## src/hw/rtl/emboss_pkg.sv

```systemverilog
// ----------------------------------------------------------------------------
// emboss_pkg
// Shared types and constants of the streaming 3x3 emboss filter.
// ----------------------------------------------------------------------------
package emboss_pkg;

  localparam int MAX_WIDTH  = 512;
  localparam int MAX_HEIGHT = 512;
  localparam int MIN_DIM    = 3;

  localparam int PIX_W  = 8;
  localparam int COL_W  = $clog2(MAX_WIDTH);
  localparam int ROW_W  = $clog2(MAX_HEIGHT);
  localparam int DIM_W  = 10;
  localparam int CFG_W  = 10;
  localparam int IDX_W  = 2;
  localparam int SUM_W  = 12;

  localparam int BIAS    = 128;
  localparam int PIX_MAX = 255;

  localparam int FIFO_DEPTH = 3;
  localparam int FIFO_PTR_W = 2;
  localparam int FIFO_LVL_W = 2;

  localparam logic [IDX_W-1:0] CFG_IDX_WIDTH  = 2'd0;
  localparam logic [IDX_W-1:0] CFG_IDX_HEIGHT = 2'd1;

  typedef struct packed {
    logic [PIX_W-1:0] value;
    logic [ROW_W-1:0] row;
    logic [COL_W-1:0] col;
    logic             last;
  } result_t;

  typedef struct packed {
    logic                  push;
    result_t               data;
  } fifo_push_t;

endpackage

```

## src/hw/rtl/emboss_if.sv

```systemverilog


interface emboss_out_if;
  logic                            valid;
  logic                            ready;
  logic [emboss_pkg::PIX_W-1:0]    value;
  logic [emboss_pkg::ROW_W-1:0]    out_row;
  logic [emboss_pkg::COL_W-1:0]    out_col;
  logic                            frame_last;

  modport source (output valid, output value, output out_row, output out_col,
                  output frame_last, input ready);
  modport sink (input valid, input value, input out_row, input out_col,
                input frame_last, output ready);
endinterface


```

## src/hw/rtl/emboss_out_fifo.sv

```systemverilog
// ----------------------------------------------------------------------------
// emboss_out_fifo
// Three-entry result queue that drives the output channel.
// ----------------------------------------------------------------------------
module emboss_out_fifo (
  input  logic                                 clk,
  input  logic                                 rst_n,
  input  emboss_pkg::fifo_push_t               push,
  output logic [emboss_pkg::FIFO_LVL_W-1:0]    level,
  emboss_out_if.source                         out_stream
);

  emboss_pkg::result_t                     slot_r [emboss_pkg::FIFO_DEPTH];
  logic [emboss_pkg::FIFO_PTR_W-1:0]       wr_ptr_r, wr_ptr_nxt;
  logic [emboss_pkg::FIFO_PTR_W-1:0]       rd_ptr_r, rd_ptr_nxt;
  logic [emboss_pkg::FIFO_LVL_W-1:0]       level_r, level_nxt;
  logic                                    pop;
  emboss_pkg::result_t                     head;

  function automatic logic [emboss_pkg::FIFO_PTR_W-1:0] ptr_inc(
    input logic [emboss_pkg::FIFO_PTR_W-1:0] p
  );
    if (p == emboss_pkg::FIFO_PTR_W'(emboss_pkg::FIFO_DEPTH - 1)) begin
      return '0;
    end
    return p + 1'b1;
  endfunction

  assign pop  = (level_r != '0) && out_stream.ready;
  assign head = slot_r[rd_ptr_r];

  always_comb begin
    wr_ptr_nxt = push.push ? ptr_inc(wr_ptr_r) : wr_ptr_r;
    rd_ptr_nxt = pop ? ptr_inc(rd_ptr_r) : rd_ptr_r;
    level_nxt  = level_r;
    if (push.push && !pop) begin
      level_nxt = level_r + 1'b1;
    end else if (pop && !push.push) begin
      level_nxt = level_r - 1'b1;
    end
  end

  always_ff @(posedge clk) begin
    if (!rst_n) begin
      wr_ptr_r <= '0;
      rd_ptr_r <= '0;
      level_r  <= '0;
    end else begin
      wr_ptr_r <= wr_ptr_nxt;
      rd_ptr_r <= rd_ptr_nxt;
      level_r  <= level_nxt;
    end
  end

  always_ff @(posedge clk) begin
    if (push.push) begin
      slot_r[wr_ptr_r] <= push.data;
    end
  end

  assign level                 = level_r;
  assign out_stream.valid      = (level_r != '0);
  assign out_stream.value      = head.value;
  assign out_stream.out_row    = head.row;
  assign out_stream.out_col    = head.col;
  assign out_stream.frame_last = head.last;

endmodule

```

## src/flat_wrapper.sv

```systemverilog
// flat-port wrapper written by rule: the top's interface ports become plain ports
module emboss_out_fifo_flat 
  (clk, rst_n, push, level, out_stream_valid, out_stream_value, out_stream_out_row, out_stream_out_col, out_stream_frame_last, out_stream_ready);
  emboss_out_if out_stream_i ();
  input  logic clk;
  input  logic rst_n;
  input  emboss_pkg::fifo_push_t push;
  output logic [emboss_pkg::FIFO_LVL_W-1:0] level;
  output wire logic [$bits(out_stream_i.valid)-1:0] out_stream_valid;
  output wire logic [$bits(out_stream_i.value)-1:0] out_stream_value;
  output wire logic [$bits(out_stream_i.out_row)-1:0] out_stream_out_row;
  output wire logic [$bits(out_stream_i.out_col)-1:0] out_stream_out_col;
  output wire logic [$bits(out_stream_i.frame_last)-1:0] out_stream_frame_last;
  input wire logic [$bits(out_stream_i.ready)-1:0] out_stream_ready;
  assign out_stream_valid = out_stream_i.valid;
  assign out_stream_value = out_stream_i.value;
  assign out_stream_out_row = out_stream_i.out_row;
  assign out_stream_out_col = out_stream_i.out_col;
  assign out_stream_frame_last = out_stream_i.frame_last;
  assign out_stream_i.ready = out_stream_ready;
  emboss_out_fifo u_core (.clk(clk), .rst_n(rst_n), .push(push), .level(level), .out_stream(out_stream_i));
endmodule
```

## config.mk

```make
export PLATFORM = sky130hd
export DESIGN_NAME = emboss_out_fifo_flat
export DESIGN_NICKNAME = d
export VERILOG_FILES = /design/src/hw/rtl/emboss_pkg.sv /design/src/hw/rtl/emboss_if.sv /design/src/hw/rtl/emboss_out_fifo.sv /design/src/flat_wrapper.sv
export SDC_FILE = /design/constraint.sdc
export NUM_CORES = 1
export LEC_CHECK = 0
export BUFFER_PORTS_ARGS = -buffer_cell sky130_fd_sc_hd__buf_4
export CAP_MARGIN = 40
export CORE_MARGIN = 2
export CORE_UTILIZATION = 45
export CTS_BUF_LIST = sky130_fd_sc_hd__clkbuf_16
export CTS_CLUSTER_SIZE = 40
export DETAILED_ROUTE_END_ITERATION = 8
export MAX_ROUTING_LAYER = met4
export PLACE_DENSITY = 0.69
export SYNTH_ARGS = -nofsm -noshare
export SYNTH_HDL_FRONTEND = slang
export SYNTH_SLANG_ARGS = --single-unit
```

## constraint.sdc

```tcl
create_clock -name clk -period 7.55 [get_ports clk]
set_input_delay 1.1325 -clock clk [delete_from_list [all_inputs] [get_ports clk]]
set_output_delay 1.1325 -clock clk [all_outputs]
set_load 0.05 [all_outputs]
```

### After elaboration in Yosys (flattened, before gate mapping)

Memory sizes are Yosys's and may differ from the RTL's. A register that Yosys moved wholly into a read port is not among the register bits.
Cells that the tools add are included.

| operators by class | value |
|---|---|
| reductions and logical operators | 7 |
| add/subtract/negate cells | 4 |
| eq/ne operators | 2 |
| muxes and demuxes | 12 |

Operator list:

| cell | number |
|---|---|
| two-way mux 2 bit | 8 |
| adder 2 x 1 -> 2 bit (second input constant) | 3 |
| equality test 2 bit (second input constant) | 2 |
| two-way mux 1 bit | 4 |
| nonzero test 2 bit | 2 |
| logical AND 1 bit | 3 |
| logical NOT 1 bit | 2 |
| subtractor 2 x 1 -> 2 bit (second input constant) | 1 |

| storage, ports and cells | value |
|---|---|
| bits of input ports | 31 |
| memory bits (writable) | 81 |
| output and inout bits | 30 |
| memories kept | 1 |
| flip-flop bits (word level) | 6 |
| word-level logic and storage cells | 29 |

Memory list:

| name | words | width | rd ports | clocked after memory_dff | write ports | line | source |
|---|---|---|---|---|---|---|---|
| u_core.slot_r | 3 | 27 | 1 | 1 | 1 | emboss_out_fifo.sv:13 | `emboss_pkg::result_t slot_r [emboss_pkg::FIFO_DEPTH];` |

### Depth between registers and ports, before layout

| depth | value |
|---|---|
| depth after elaboration | 5 |
| gate-level depth with buffers | 5 |

### Worst setup path before layout

Ideal clock, no wire load.

| path | value |
|---|---|
| path kind | in2reg |
| start point | input port push[27] (netlist bit) |
| end point | memory u_core.slot_r[0][0] (netlist bit), enable pin |
| arrival time | 3200 ps |
| setup slack | 3896 ps |
| stages on the path | 1 |
| path through | nor3b_1 |

| on the way | value |
|---|---|
| cells in the longest elaborated chain, start to end | 2 |

Ends and longest elaborated chain:

| item | line | source |
|---|---|---|
| from (decl) | flat_wrapper.sv:7 | `input emboss_pkg::fifo_push_t push;` |
| two-way mux 1 bit | emboss_out_fifo.sv:56 | `if (push.push) begin` |
| two-way mux 1 bit (not written as such) | emboss_out_fifo.sv:57 | `slot_r[wr_ptr_r] <= push.data;` |
| to (decl) | emboss_out_fifo.sv:13 |  |

No other way between the ends.

==> out/summary.txt <==
Cts repair resizes = 0
Fin crit share = 0.367
Post-synth top area share = 0.736
Worst Tran Pin Value = 0.851 ns
Avg Cell Area, Syn = 16.3 um^2
ANT cells = 0
Total setup buffers inserted after CTS = 0
WP data arrival = 1.64 ns
Initial DRC Count = 106
Layout cells sized above 1 = 0.307
Switching Power = 0.472 mW
Drt total wl = 5520 um
Switching share of total power = 0.320
Cell row count = 31
#FFs+latches synth = 89
First-pass GRT wire length = 8470 um
PwrDens = 346 nW/um^2
Most frequent cells in the layout = edfxtp_1 (81), buf_4 (61), nand2_1 (31), mux2i_1 (27), o21ai_1 (27)
CTS Hold Bufs = 0
Crit-path cells = buf_16, mux2i_1, o21ai_1, buf_4
Unrepaired setup endpoints after global routing = no
CP Class = reg -> out
Clk_lat worst skew = 0.33 ns
Leading area contributor after synthesis = edfxtp_1
Finished Core Util = 0.593
CTS tree = done
Core area = 7180 um^2
Hold Violations, Final = 0
Status = complete, no violations
DR DRC count = 0
Final setup viols = 0
Clock Skew = 0.00375 ns
Commonest non-fill, non-tap cell in the layout = edfxtp_1
Post-DR vias/cell = 4.90
Clk sinks = 89
Initial antenna violation count = 0
Gr ovfl total = 0
Final Max Tran Viols = 0
Clock slew at reported path FFs = 0.06 ns
Setup TNS = 0 ns
Critical-path maximum fanout = 17
Slowest-stage cell, CP = dfxtp_2
Cells after Synth = 203
Synth Cell Area = 3300 um^2
Post-route minimum period = 2.77 ns
Sequential area share after synthesis = 0.785
Die X = 89.7 um
Die area = 8040 um^2
Ranking of synthesized cells by area = edfxtp_1 (74%), mux2i_1 (8.2%), dfxtp_1 (4.8%)
VDD IR max = 0.196 mV
Area delta synth->final = 28.9%
Slowest Stage Delay on Critical Path = 0.58 ns
Via count = 1,826
Maximum clock path buffer count = 2
Cts bufs inserted = 9
Placed wire-length estimate = 3560 um
Nets@finish = 301
Worst EP required = 6.42 ns
Syn nets = 235
IO buf count = 60
Unique masters post-synth = 22
Combinational share of power = 0.287
Crit end category = output port
Worst hold stages = 2
Fmax = 361 MHz
Clock share of power = 0.307
Internal Power = 1.00 mW
ANT nets after route = 0
Leakage power total = 1.48 nW
DR WL/cell = 14.8 um
Vias in the first global route = 1,759
Worst R2R Path Depth = 2
Starting Density = 0.460
Largest net degree at the start of global routing = 35
Worst Setup Start Kind = flip-flop
Clk root buf = clkbuf_16
Total global-route track usage = 0.155
H-tree depth = 3
IO Count = 61
Sequential Power Share = 0.407
GP Congestion = 0.694
Chip height = 89.7 um
Worst slew margin = 0.431
Syn. warnings = 0
Max-cap violations = 0
Drt first pass iters = 4
Hold Crit Class = reg -> reg
## power by group through the flow
stage / clock [mW] / combinational [mW] / sequential (mW)
final: 0.452 / 0.423 / 0.600
after global routing: 0.485 / 0.448 / 0.604
after CTS: 0.464 / 0.428 / 0.600
after detailed placement: 0 / 0.427 / 0.611
after global placement: 0 / 0.389 / 0.627
after floorplan: 0 / 0.294 / 0.611
## state kept, by name (all words and copies together), names as in the netlist, named ones only
signal / cells
u_core.rd_ptr_r: 2
u_core.slot_r: 81
u_core.wr_ptr_r: 2
u_core.level: 2
## area by class of cell
type                       count  area, um^2
clock inverter                 7        87.6
clock buffer                   9         225
tap                           99         124
fill                         572        2920
sequential                    89        2590
multi-input combinational    105         684
timing repair buffer          64         541
## cell families after synthesis
logic type | count (synthesis) | share of synthesized area
flops | 89 | 0.785
simple gates | 41 | 0.0538
mux | 27 | 0.0818
xor+xnor | 2 | 0.00530
compound gates | 34 | 0.0564
fa+ha+maj | 1 | 0.00379
buf+inv | 9 | 0.0140
## critical path, delay by kind of cell, from the launching register on
kind,cells,cell delay (ns)
AO/OA/AOI/OAI,1,0.08
buffers and inverters,2,0.41
flip-flops,1,0.58
multiplexers,1,0.23
## cells in the mapped netlist
| cell type | number |
|---|---|
| edfxtp_1 | 81 |
| nand2_1 | 31 |
| mux2i_1 | 27 |
| o21ai_1 | 27 |
| dfxtp_1 | 8 |
| clkbuf_1 | 5 |
| a21boi_1 | 3 |
| buf_4 | 3 |
| nor2_1 | 2 |
| nor2b_1 | 2 |
| o21a_1 | 2 |
| or3_1 | 2 |
| and2_1 | 1 |
| buf_2 | 1 |
| ha_1 | 1 |
| nor3b_1 | 1 |
| o21ai_0 | 1 |
| o21ai_2 | 1 |
| or2_1 | 1 |
| or3b_1 | 1 |
| xnor2_1 | 1 |
| xor2_1 | 1 |
## final timing paths
kind / from / to / slack (ns)
max: flip-flop / out_stream_value[2] / 4.78
min: u_core.rd_ptr_r[1]$_SDFFE_PN0P_ / flip-flop / 0.48
max reg2reg: u_core.wr_ptr_r[0]$_SDFFE_PN0P_ / u_core.slot_r[1][18]$_DFFE_PP_ / 5.95
min reg2reg: u_core.rd_ptr_r[1]$_SDFFE_PN0P_ / flip-flop / 0.48
## per-stage QoR
| stage | area, um^2 | hold slack [ns] | total power, mW | worst slack (ns) | std cells |
|---|---|---|---|---|---|
| 2_1_floorplan | 3300 | 0.451 | 0.904 | 3.90 | 203 |
| 3_3_place_gp | 3860 | 0.454 | 1.02 | 4.89 | 354 |
| 3_5_place_dp | 3940 | 0.480 | 1.04 | 5.10 | 357 |
| 4_1_cts | 4260 | 0.484 | 1.49 | 4.74 | 373 |
| 5_1_grt | 4260 | 0.519 | 1.54 | 4.67 | 373 |
| 6_report | 4260 | 0.484 | 1.47 | 4.78 | 373 |
## per-layer routing
layer / global-route usage / vias up / part of all wire
li1: - / 891 / -
met1: 0.201 / 876 / 0.45
met2: 0.225 / 46 / 0.48
met3: 0.0283 / 13 / 0.048
met4: 0.0977 / 0 / 0.025
met5: - / - / 0
(Power assumes the default switching activity.)
